==> src/hdl/decimal_divide_round_assert.svh <==
// Assertion macros for the scaled decimal divider.
// Each check is sampled on i_clk and disabled while i_rst_n is low.
`ifndef DECIMAL_DIVIDE_ROUND_ASSERT_SVH
`define DECIMAL_DIVIDE_ROUND_ASSERT_SVH
`ifndef NO_ASSERTIONS
`define DDR_ASSERT_NOW(lbl, cond, expr, msg) \
    lbl: assert property (@(posedge i_clk) disable iff (!i_rst_n) (cond) |-> (expr)) \
        else $error(msg);
`define DDR_ASSERT_NEXT(lbl, cond, expr, msg) \
    lbl: assert property (@(posedge i_clk) disable iff (!i_rst_n) (cond) |=> (expr)) \
        else $error(msg);
`else
`define DDR_ASSERT_NOW(lbl, cond, expr, msg)
`define DDR_ASSERT_NEXT(lbl, cond, expr, msg)
`endif
`endif

==> src/hdl/ddr_pkg.sv <==
package ddr_pkg;

    localparam int DEF_SIG_WIDTH   = 64;
    localparam int DEF_SCALE_RANGE = 64;

    typedef enum logic [2:0] {
        RM_UP        = 3'd0,
        RM_DOWN      = 3'd1,
        RM_CEILING   = 3'd2,
        RM_FLOOR     = 3'd3,
        RM_HALF_UP   = 3'd4,
        RM_HALF_DOWN = 3'd5,
        RM_HALF_EVEN = 3'd6,
        RM_UNNEC     = 3'd7
    } t_round_mode;

    typedef enum logic [1:0] {
        ST_OK       = 2'd0,
        ST_DIVZERO  = 2'd1,
        ST_OVERFLOW = 2'd2,
        ST_INEXACT  = 2'd3
    } t_status;

    // Whether the truncated magnitude is to be bumped by one unit.
    function automatic logic round_inc(t_round_mode mode, logic nz, logic gt, logic eq,
                                       logic neg, logic odd);
        logic inc;
        inc = 1'b0;
        unique case (mode)
            RM_UP:        inc = nz;
            RM_DOWN:      inc = 1'b0;
            RM_CEILING:   inc = nz && !neg;
            RM_FLOOR:     inc = nz && neg;
            RM_HALF_UP:   inc = gt || eq;
            RM_HALF_DOWN: inc = gt;
            RM_HALF_EVEN: inc = gt || (eq && odd);
            default:      inc = 1'b0;
        endcase
        return inc;
    endfunction

endpackage

==> src/hdl/ddr_divider.sv <==
module ddr_divider #(
    parameter int SIG_WIDTH = ddr_pkg::DEF_SIG_WIDTH
) (
    input  logic                 i_clk,
    input  logic                 i_rst_n,
    input  logic                 i_start,
    input  logic [SIG_WIDTH-1:0] i_dividend,
    input  logic [SIG_WIDTH-1:0] i_divisor,
    output logic                 o_busy,
    output logic                 o_done,
    output logic [SIG_WIDTH-1:0] o_quotient,
    output logic [SIG_WIDTH-1:0] o_remainder
);

    localparam int CW = $clog2(SIG_WIDTH + 1);

    logic                 r_busy;
    logic                 r_done;
    logic [CW-1:0]        r_cnt;
    logic [SIG_WIDTH-1:0] r_quo;
    logic [SIG_WIDTH-1:0] r_rem;
    logic [SIG_WIDTH-1:0] r_div;

    logic [SIG_WIDTH:0]   trial;
    logic [SIG_WIDTH:0]   diff;
    logic                 ge;
    logic [SIG_WIDTH-1:0] n_rem;
    logic [SIG_WIDTH-1:0] n_quo;

    // Restoring division, one quotient bit per cycle.
    always_comb begin
        trial = {r_rem, r_quo[SIG_WIDTH-1]};
        diff  = trial - {1'b0, r_div};
        ge    = !diff[SIG_WIDTH];
        n_rem = ge ? diff[SIG_WIDTH-1:0] : trial[SIG_WIDTH-1:0];
        n_quo = {r_quo[SIG_WIDTH-2:0], ge};
    end

    always_ff @(posedge i_clk) begin
        if (!i_rst_n) begin
            r_busy <= 1'b0;
            r_done <= 1'b0;
            r_cnt  <= '0;
        end else begin
            r_done <= 1'b0;
            if (i_start) begin
                r_busy <= 1'b1;
                r_cnt  <= CW'(SIG_WIDTH);
            end else if (r_busy) begin
                r_cnt <= r_cnt - 1'b1;
                if (r_cnt == CW'(1)) begin
                    r_busy <= 1'b0;
                    r_done <= 1'b1;
                end
            end
        end
    end

    always_ff @(posedge i_clk) begin
        if (i_start) begin
            r_quo <= i_dividend;
            r_rem <= '0;
            r_div <= i_divisor;
        end else if (r_busy) begin
            r_quo <= n_quo;
            r_rem <= n_rem;
        end
    end

    assign o_busy      = r_busy;
    assign o_done      = r_done;
    assign o_quotient  = r_quo;
    assign o_remainder = r_rem;

endmodule

==> src/hdl/ddr_scale_up.sv <==
module ddr_scale_up #(
    parameter int SIG_WIDTH = ddr_pkg::DEF_SIG_WIDTH,
    parameter int CW        = 8
) (
    input  logic                 i_clk,
    input  logic                 i_rst_n,
    input  logic                 i_start,
    input  logic [SIG_WIDTH-1:0] i_value,
    input  logic [CW-1:0]        i_steps,
    input  logic                 i_neg,
    output logic                 o_done,
    output logic                 o_overflow,
    output logic [SIG_WIDTH-1:0] o_value
);

    localparam logic [SIG_WIDTH-1:0] NEGMAX  = {1'b1, {(SIG_WIDTH-1){1'b0}}};
    localparam logic [SIG_WIDTH-1:0] NEG_D10 = SIG_WIDTH'(NEGMAX / 10);
    localparam logic [SIG_WIDTH-1:0] POS_D10 = SIG_WIDTH'((NEGMAX - 1'b1) / 10);

    logic                 r_busy;
    logic                 r_done;
    logic                 r_ovf;
    logic [CW-1:0]        r_cnt;
    logic [SIG_WIDTH-1:0] r_v;
    logic [SIG_WIDTH-1:0] r_limd;

    logic                 over;
    logic [SIG_WIDTH+3:0] mul10;

    // Each step checks that one more decimal digit still fits, then appends it.
    always_comb begin
        over  = r_v > r_limd;
        mul10 = {1'b0, r_v, 3'b000} + {3'b000, r_v, 1'b0};
    end

    always_ff @(posedge i_clk) begin
        if (!i_rst_n) begin
            r_busy <= 1'b0;
            r_done <= 1'b0;
            r_ovf  <= 1'b0;
            r_cnt  <= '0;
        end else begin
            r_done <= 1'b0;
            if (i_start) begin
                r_busy <= 1'b1;
                r_cnt  <= i_steps;
                r_ovf  <= 1'b0;
            end else if (r_busy) begin
                if (over) begin
                    r_busy <= 1'b0;
                    r_done <= 1'b1;
                    r_ovf  <= 1'b1;
                end else if (r_v == '0 || r_cnt == CW'(1)) begin
                    r_busy <= 1'b0;
                    r_done <= 1'b1;
                end else begin
                    r_cnt <= r_cnt - 1'b1;
                end
            end
        end
    end

    always_ff @(posedge i_clk) begin
        if (i_start) begin
            r_v    <= i_value;
            r_limd <= i_neg ? NEG_D10 : POS_D10;
        end else if (r_busy && !over && r_v != '0 && r_cnt != CW'(1)) begin
            r_v <= mul10[SIG_WIDTH-1:0];
        end
    end

    assign o_done     = r_done;
    assign o_overflow = r_ovf;
    assign o_value    = r_v;

endmodule

==> src/hdl/decimal_divide_round.sv <==
// Scaled decimal divider with rounding. Each beat on the slave side carries two
// scaled decimals and a requested result scale; the block returns their quotient
// at that scale, rounded by one of eight modes, with a status code, as one beat
// on the master side. Throughput is one item at a time. An item that scales up
// runs the multiply-by-ten loop, which appends up to e decimal digits (e being
// the result scale less the dividend scale plus the divisor scale), then the
// bit-serial divider, then control and rounding. An item that scales down
// takes the divider pass for the quotient and then one further divider pass,
// by ten, for each dropped decimal digit while the running quotient is nonzero,
// so at most about twenty passes for 64 bits. The next item is accepted once
// the previous result has been placed in the output register, even if that
// result has not yet been taken.
`include "decimal_divide_round_assert.svh"

module decimal_divide_round #(
    parameter int SIG_WIDTH   = ddr_pkg::DEF_SIG_WIDTH,
    parameter int SCALE_RANGE = ddr_pkg::DEF_SCALE_RANGE
) (
    input  logic         i_clk,
    input  logic         i_rst_n,
    input  logic         i_s_axis_tvalid,
    output logic         o_s_axis_tready,
    // Fields from bit 0: dividend_sig[63:0], dividend_scale[71:64],
    // divisor_sig[135:72], divisor_scale[143:136], result_scale[151:144],
    // round_mode[154:152], zero padding[159:155].
    input  logic [159:0] i_s_axis_tdata,
    output logic         o_m_axis_tvalid,
    input  logic         i_m_axis_tready,
    // Fields from bit 0: quotient_sig[63:0], quotient_scale[71:64],
    // status[73:72], zero padding[79:74].
    output logic [79:0]  o_m_axis_tdata
);

    import ddr_pkg::*;

    // Width of the combined scale exponent and of the step counters.
    localparam int EW = $clog2(3 * SCALE_RANGE + 2) + 1;
    localparam int CW = EW - 1;
    localparam logic signed [7:0]   RMAX   = 8'(SCALE_RANGE);
    localparam logic [SIG_WIDTH:0]  NEGMAX = {2'b01, {(SIG_WIDTH-1){1'b0}}};
    localparam logic [SIG_WIDTH:0]  POSMAX = NEGMAX - 1'b1;

    typedef enum logic [7:0] {
        S_IDLE  = 8'b0000_0001,
        S_CHECK = 8'b0000_0010,
        S_SCALE = 8'b0000_0100,
        S_DIV   = 8'b0000_1000,
        S_DCHK  = 8'b0001_0000,
        S_DROP  = 8'b0010_0000,
        S_ROUND = 8'b0100_0000,
        S_OUT   = 8'b1000_0000
    } t_state;

    function automatic logic signed [7:0] clamp_scale(logic signed [7:0] s);
        logic signed [7:0] c;
        c = s;
        if (s > RMAX)  c = RMAX;
        if (s < -RMAX) c = -RMAX;
        return c;
    endfunction

    t_state                r_state;
    logic [SIG_WIDTH-1:0]  r_ma;
    logic [SIG_WIDTH-1:0]  r_mb;
    logic                  r_na;
    logic                  r_nb;
    logic signed [7:0]     r_t;
    logic signed [EW-1:0]  r_e;
    t_round_mode           r_mode;
    logic                  r_up;
    logic [SIG_WIDTH-1:0]  r_q;
    logic [SIG_WIDTH:0]    r_qi;
    logic [3:0]            r_rd;
    logic                  r_sticky;
    logic                  r_nz;
    logic                  r_gt;
    logic                  r_eq;
    logic [CW-1:0]         r_cnt;
    t_status               r_status;
    logic                  r_ov;
    logic [63:0]           r_osig;
    logic signed [7:0]     r_oscale;
    t_status               r_ostat;

    logic                  in_acc;
    logic                  out_free;
    logic [SIG_WIDTH-1:0]  a_raw;
    logic [SIG_WIDTH-1:0]  b_raw;
    logic [SIG_WIDTH-1:0]  a_mag;
    logic [SIG_WIDTH-1:0]  b_mag;
    logic signed [7:0]     s1_c;
    logic signed [7:0]     s2_c;
    logic signed [7:0]     t_c;
    logic signed [EW-1:0]  e_w;

    logic                  div_start;
    logic [SIG_WIDTH-1:0]  div_dividend;
    logic [SIG_WIDTH-1:0]  div_divisor;
    logic                  div_busy;
    logic                  div_done;
    logic [SIG_WIDTH-1:0]  div_quo;
    logic [SIG_WIDTH-1:0]  div_rem;

    logic                  su_start;
    logic                  su_done;
    logic                  su_ovf;
    logic [SIG_WIDTH-1:0]  su_value;

    logic                  drop_end;
    logic                  inc;
    logic                  neg;
    logic [SIG_WIDTH:0]    q_sat;
    logic [SIG_WIDTH-1:0]  sig_w;

    assign in_acc          = i_s_axis_tvalid && o_s_axis_tready;
    assign out_free        = !r_ov || i_m_axis_tready;
    assign o_s_axis_tready = (r_state == S_IDLE);

    // Significands come from their SIG_WIDTH-bit fields, held as sign and magnitude.
    always_comb begin
        a_raw = i_s_axis_tdata[SIG_WIDTH-1:0];
        b_raw = i_s_axis_tdata[72 +: SIG_WIDTH];
        a_mag = a_raw[SIG_WIDTH-1] ? (~a_raw + 1'b1) : a_raw;
        b_mag = b_raw[SIG_WIDTH-1] ? (~b_raw + 1'b1) : b_raw;
        s1_c  = clamp_scale(i_s_axis_tdata[71:64]);
        s2_c  = clamp_scale(i_s_axis_tdata[143:136]);
        t_c   = clamp_scale(i_s_axis_tdata[151:144]);
        e_w   = EW'(t_c) - EW'(s1_c) + EW'(s2_c);
    end

    // The digit drop ends when the count runs out, or when both the quotient and
    // the last digit are zero, since nothing further would change.
    assign drop_end = (r_cnt == '0) || (r_q == '0 && r_rd == 4'd0);

    assign neg = r_na ^ r_nb;
    assign inc = round_inc(r_mode, r_nz, r_gt, r_eq, neg, r_q[0]);

    // Saturate the rounded magnitude, then apply the sign.
    always_comb begin
        if (neg) begin
            q_sat = (r_qi > NEGMAX) ? NEGMAX : r_qi;
            sig_w = ~q_sat[SIG_WIDTH-1:0] + 1'b1;
        end else begin
            q_sat = (r_qi > POSMAX) ? POSMAX : r_qi;
            sig_w = q_sat[SIG_WIDTH-1:0];
        end
    end

    // The one divider serves the main division and every divide-by-ten.
    always_comb begin
        div_start    = 1'b0;
        div_dividend = r_ma;
        div_divisor  = r_mb;
        su_start     = 1'b0;
        unique case (r_state)
            S_CHECK: begin
                if (r_mb != '0) begin
                    if (r_e >= 0) su_start  = 1'b1;
                    else          div_start = 1'b1;
                end
            end
            S_SCALE: begin
                div_dividend = su_value;
                div_start    = su_done && !su_ovf;
            end
            S_DCHK: begin
                div_dividend = r_q;
                div_divisor  = SIG_WIDTH'(10);
                div_start    = !drop_end;
            end
            default: begin
            end
        endcase
    end

    ddr_scale_up #(
        .SIG_WIDTH (SIG_WIDTH),
        .CW        (CW)
    ) u_scale_up (
        .i_clk      (i_clk),
        .i_rst_n    (i_rst_n),
        .i_start    (su_start),
        .i_value    (r_ma),
        .i_steps    (CW'(r_e) + 1'b1),
        .i_neg      (r_na),
        .o_done     (su_done),
        .o_overflow (su_ovf),
        .o_value    (su_value)
    );

    ddr_divider #(
        .SIG_WIDTH (SIG_WIDTH)
    ) u_divider (
        .i_clk       (i_clk),
        .i_rst_n     (i_rst_n),
        .i_start     (div_start),
        .i_dividend  (div_dividend),
        .i_divisor   (div_divisor),
        .o_busy      (div_busy),
        .o_done      (div_done),
        .o_quotient  (div_quo),
        .o_remainder (div_rem)
    );

    // Sequencer.
    always_ff @(posedge i_clk) begin
        if (!i_rst_n) begin
            r_state <= S_IDLE;
            r_ov    <= 1'b0;
        end else begin
            // A new result fills the output register; otherwise a taken beat empties it.
            if (r_state == S_OUT && out_free) r_ov <= 1'b1;
            else if (i_m_axis_tready)         r_ov <= 1'b0;
            unique case (r_state)
                S_IDLE:  if (in_acc) r_state <= S_CHECK;
                S_CHECK: begin
                    if (r_mb == '0)    r_state <= S_OUT;
                    else if (r_e >= 0) r_state <= S_SCALE;
                    else               r_state <= S_DIV;
                end
                S_SCALE: begin
                    if (su_done) r_state <= su_ovf ? S_OUT : S_DIV;
                end
                S_DIV:   if (div_done) r_state <= r_up ? S_ROUND : S_DCHK;
                S_DCHK:  r_state <= drop_end ? S_ROUND : S_DROP;
                S_DROP:  if (div_done) r_state <= S_DCHK;
                S_ROUND: r_state <= S_OUT;
                S_OUT:   if (out_free) r_state <= S_IDLE;
                default: r_state <= S_IDLE;
            endcase
        end
    end

    // Datapath registers.
    always_ff @(posedge i_clk) begin
        unique case (r_state)
            S_IDLE: begin
                if (in_acc) begin
                    r_ma   <= a_mag;
                    r_mb   <= b_mag;
                    r_na   <= a_raw[SIG_WIDTH-1];
                    r_nb   <= b_raw[SIG_WIDTH-1];
                    r_t    <= t_c;
                    r_e    <= e_w;
                    r_mode <= t_round_mode'(i_s_axis_tdata[154:152]);
                end
            end
            S_CHECK: begin
                r_up <= (r_e >= 0);
                if (r_mb == '0) r_status <= ST_DIVZERO;
            end
            S_SCALE: begin
                if (su_done && su_ovf) r_status <= ST_OVERFLOW;
            end
            S_DIV: begin
                if (div_done) begin
                    r_q <= div_quo;
                    if (r_up) begin
                        r_nz <= (div_rem != '0);
                        r_gt <= ({div_rem, 1'b0} > {1'b0, r_mb});
                        r_eq <= ({div_rem, 1'b0} == {1'b0, r_mb});
                    end else begin
                        r_sticky <= (div_rem != '0);
                        r_rd     <= 4'd0;
                        r_cnt    <= CW'(-r_e);
                    end
                end
            end
            S_DCHK: begin
                if (drop_end) begin
                    r_nz <= (r_rd != 4'd0) || r_sticky;
                    r_gt <= (r_rd > 4'd5) || (r_rd == 4'd5 && r_sticky);
                    r_eq <= (r_rd == 4'd5) && !r_sticky;
                end else begin
                    if (r_rd != 4'd0) r_sticky <= 1'b1;
                    r_cnt <= r_cnt - 1'b1;
                end
            end
            S_DROP: begin
                if (div_done) begin
                    r_q  <= div_quo;
                    r_rd <= div_rem[3:0];
                end
            end
            S_ROUND: begin
                if (r_mode == RM_UNNEC && r_nz) begin
                    r_status <= ST_INEXACT;
                end else begin
                    r_status <= ST_OK;
                    r_qi     <= {1'b0, r_q} + {{SIG_WIDTH{1'b0}}, inc};
                end
            end
            S_OUT: begin
                if (out_free) begin
                    r_ostat <= r_status;
                    if (r_status == ST_OK) begin
                        r_osig   <= 64'(signed'(sig_w));
                        r_oscale <= r_t;
                    end else begin
                        r_osig   <= '0;
                        r_oscale <= '0;
                    end
                end
            end
            default: begin
            end
        endcase
    end

    assign o_m_axis_tvalid = r_ov;
    assign o_m_axis_tdata  = {6'd0, r_ostat, r_oscale, r_osig};

    // An error result carries neither a significand nor a scale.
    `DDR_ASSERT_NOW(a_err_zero, r_ov && r_ostat != ST_OK, {r_osig, r_oscale} == '0, "error not zeroed")
    // The shared divider is never restarted while a pass is under way.
    `DDR_ASSERT_NOW(a_div_free, div_start, !div_busy, "divider started while busy")
    // An accepted item always goes to the operand check next.
    `DDR_ASSERT_NEXT(a_accept_check, in_acc, r_state == S_CHECK, "accept not followed by check")
    // Every result carries a scale inside the clamped range.
    `DDR_ASSERT_NOW(a_scale_range, r_ov, r_oscale <= RMAX && r_oscale >= -RMAX, "scale out of range")

endmodule
==> config.mk <==
export PLATFORM = sky130hd
export DESIGN_NAME = decimal_divide_round
export DESIGN_NICKNAME = d
export VERILOG_FILES = /design/src/hdl/ddr_pkg.sv /design/src/hdl/ddr_divider.sv /design/src/hdl/ddr_scale_up.sv /design/src/hdl/decimal_divide_round.sv
export VERILOG_INCLUDE_DIRS = /design/src /design/src/hdl
export SDC_FILE = /design/constraint.sdc
export NUM_CORES = 2
export LEC_CHECK = 0
export ABC_AREA = 1
export ABC_CLOCK_PERIOD_IN_PS = 11100
export BUFFER_PORTS_ARGS = -buffer_cell sky130_fd_sc_hd__buf_2
export CAP_MARGIN = 40
export CORE_MARGIN = 2
export CORE_UTILIZATION = 30
export CTS_CLUSTER_SIZE = 24
export DETAILED_ROUTE_END_ITERATION = 10
export HOLD_SLACK_MARGIN = 0.06
export PLACE_DENSITY_LB_ADDON = 0.05
export SLEW_MARGIN = 40
export SYNTH_ARGS = -nofsm -noshare
export SYNTH_HDL_FRONTEND = slang
export SYNTH_SLANG_ARGS = --single-unit
==> constraint.sdc <==
create_clock -name i_clk -period 11.1 [get_ports i_clk]
set_input_delay 0.555 -clock i_clk [delete_from_list [all_inputs] [get_ports i_clk]]
set_output_delay 0.555 -clock i_clk [all_outputs]
set_load 0.05 [all_outputs]
==> impl_results.md <==
- R2R depth: 17
- Synth cell types: 65
- RSZ-0062 raised after global routing: false
- # IOs: 246
- Initial Util: 0.301
- Setup Viol. Count Final: 0
- WL/cell: 20.8 um
- FMAX: 226 MHz
- Layout cells sized above 1: 0.0790
- Final Cycle Share: 0.399
- Fill cell count: 16439
- Most used flip-flop cell after synthesis: edfxtp_1
- Min Tclk post-route: 4430 ps
- Post-synthesis mux area share: 0
- Global Route Usage Sum: 0.216
- Die Y: 394 um
- Synth Area in XOR/XNOR: 0.0626
- Clock Root Buffer: clkbuf_16
- H-tree level count: 3
- Vias in the first global route: 39778
- Post-CTS Resized: 0
- Worst min path class: in2reg
- TritonCTS clock tree: yes
- Critical path peak fanout: 40
- Via count: 40639
- Top-count cell post-synth: nand2_1
- Area share of fa/ha/maj cells after synthesis: 0.0613
- Critical Path Source Type: flip-flop
- Detailed Routing Iterations Pass 1: 6
- Worst-path clk slew: 60 ps
- Status: complete, no violations
- DP Wirelength: 137 mm
- Synth warnings: 0
- Register area: 18800 sq um
- CP arrival: 4810 ps
- #FFs+latches synth: 657
- Cell taking the most area after synthesis: edfxtp_1
- Buffers from clock root to sink, at most: 3
- Post-CTS Setup Repair Bufs: 0
- Multi-input combinational cell area: 23400 sq um
- Die area: 156000 sq um
- Critical path endpoint category: flip-flop
- DR DRC count: 0
- Antenna Nets Post-Route: 0
- Fraction of the yosys area taken by sequential cells: 0.411
- Total Power: 7.49 mW
- Cell count after synthesis: 5946
- Reg-to-reg endpoint: u_divider.o_quotient[0]$_DFFE_PP_
- GRT overflow: 0
- FP Rows: 143
- Final Skew: 15.8 ps
- Top cells by count, synth: nand2_1, inv_1, nor2_1
- Number of flops mapped to enable cells by yosys: 564
- Avg Cell Area, Syn: 7.69 sq um
- Reg2reg start: u_divider.o_quotient[63]$_DFFE_PP_
- Data required, critical path: 11480 ps
- Worst vdd ir: 0.107 mV
- Cell Area, Synth: 45700 sq um
- DRT Wirelength: 171 mm
- Max cap viols: 0
- Post-synth top area share: 0.370
- Fin. Hold Viols: 0
- Async set-reset flop share out of synthesis: 0
- Setup tns final: 0 ps
- DR iter-0 viols: 2958
- Final GP Congestion: 0.933
- Die width: 394 um
- Clock buffer count from CTS: 84
- Largest net degree at the start of global routing: 98
- Least-Margin Pin Slew: 922 ps
- PortBufs: 234
- Simple-Gate Fraction of Synth Area: 0.260
- Largest family of logic cells by synthesized area: simple AND/OR/NAND/NOR gates
- Clock Latency Late Sink: 690 ps
- Layout area overhead: 14.0%
- Fin. max-slew vios: 0
- Flop-to-flop setup slack: 6670 ps
- Area of the core: 152000 sq um
- CP Launch Point: u_divider.o_quotient[63]$_DFFE_PP_
- First-pass GRT wire length: 256 mm
- Average via count per standard cell: 4.92
- Initial antenna violation count: 22
- Hold Path Cell Cnt: 1
- Synth Area in Compound Gates: 0.125
- Hold path start: i_s_axis_tdata[151]
- Pwr dens: 144 nW/um^2
- Final nets: 6541
- Rel. slew slack: 0.380
- P_leak: 21.7 nW
- Sink of the worst hold path: r_t[7]$_DFFE_PP_
- CTS sink count: 657
- Ranking of synthesized cells by area: edfxtp_1, nand2_1, inv_1
- Crit path kind: reg2reg
## cell usage in the layout (no fill, tap or decap), types with 19 or more instances in the layout
| cell type | count |
|---|---|
| a31oi_1 | 39 |
| nand4_1 | 101 |
| nand2_1 | 1381 |
| nor2_1 | 692 |
| xnor2_1 | 132 |
| o21bai_1 | 19 |
| ha_1 | 208 |
| nor3_1 | 119 |
| a21oi_1 | 386 |
| inv_1 | 760 |
| nand3_1 | 287 |
| nand3b_1 | 30 |
| nor4_1 | 93 |
| o21ai_0 | 381 |
| o31ai_1 | 24 |
| o21a_1 | 22 |
| buf_4 | 27 |
| dfxtp_1 | 93 |
| o22ai_1 | 26 |
| o21ai_1 | 40 |
| o41ai_1 | 21 |
| edfxtp_1 | 564 |
| clkbuf_16 | 84 |
| buf_2 | 234 |
| xor2_1 | 195 |
## worst max-delay path: stages (launching register included)
cell and delay, ps:
edfxtp_1 460, inv_1 140, ha_1 150, inv_1 60
fa_1 410, nand3_1 160, nand2_1 110, nand2_1 80
o211ai_1 220, a21oi_1 500, inv_1 80, nand2_1 70
nand2_1 180, nand4_1 190, nand3_1 130, nand2_4 310
buf_4 550, o21ai_1 270
## layout make-up
type	instances	share of cell area
clock inverters	56	0.0136
repair buffers	277	0.0305
flip-flops and latches	657	0.361
well taps	2030	0.0487
multi-input cells	4363	0.448
diodes	1	0.0000480
clock buffers	100	0.0419
inverters	776	0.0559
## logic make-up after synthesis
group,count (synthesis)
and+or+nand+nor,2785
AOI/OAI and AO/OA,1027
buffers and inverters,931
DFF,657
xor gates and xnor gates,327
adders and majority gates,218
other,1
## through the flow
step / utilization / cells / setup slack (ps) / area, sq um / hold slack (ps)
6_report: 0.343 / 8260 / 6670 / 52100 / 121
3_5_place_dp: 0.324 / 8099 / 6590 / 49200 / 437
5_1_grt: 0.343 / 8260 / 6400 / 52100 / 98.8
2_1_floorplan: - / 5951 / 3370 / 45700 / 426
3_3_place_gp: 0.323 / 8095 / 6380 / 49000 / 430
4_1_cts: 0.343 / 8259 / 6590 / 52100 / 67.2
## state kept, by name, summed over array words and instances (netlist names), 4 cells and up
name	cells
r_qi	65
r_osig	64
u_divider.r_div	64
r_oscale	8
r_e	9
r_q	64
u_divider.o_quotient	64
u_scale_up.o_value	64
r_cnt	8
r_rd	4
r_mb	64
r_state	8
r_ma	64
u_scale_up.r_cnt	8
u_divider.r_cnt	7
r_t	8
u_divider.o_remainder	64
## layer usage
metal / share of wire / GRT usage / wire length (um) / vias to the layer above
li1: - / - / - / 20452
met1: 0.50 / 0.318 / 85600 / 19090
met2: 0.43 / 0.331 / 73700 / 875
met3: 0.047 / 0.0282 / 8070 / 208
met4: 0.023 / 0.0563 / 3990 / 14
met5: 0.00053 / 0 / 91 / -
## power by group
part / switching (mW) / internal, mW
clock: 1.18 / 1.74
combinational: 0.948 / 0.366
sequential: 0.196 / 3.06
## what timing repair did
action / 4_1_cts / 5_1_grt
hold endpoints to repair: 4 / 0
setup endpoints to repair: 0 / 0
hold buffers: 4 / 0
## worst max-delay path by stage
stage	end	slack (ps)
2_1_floorplan	r_e[0]$_DFFE_PP_	3370
3_3_place_gp	u_divider.o_quotient[4]$_DFFE_PP_	6380
3_5_place_dp	u_divider.o_quotient[0]$_DFFE_PP_	6590
4_1_cts	u_divider.o_quotient[0]$_DFFE_PP_	6590
5_1_grt	u_divider.o_quotient[0]$_DFFE_PP_	6400
6_report	u_divider.o_quotient[0]$_DFFE_PP_	6670
Power figures use the tool's default switching activity.
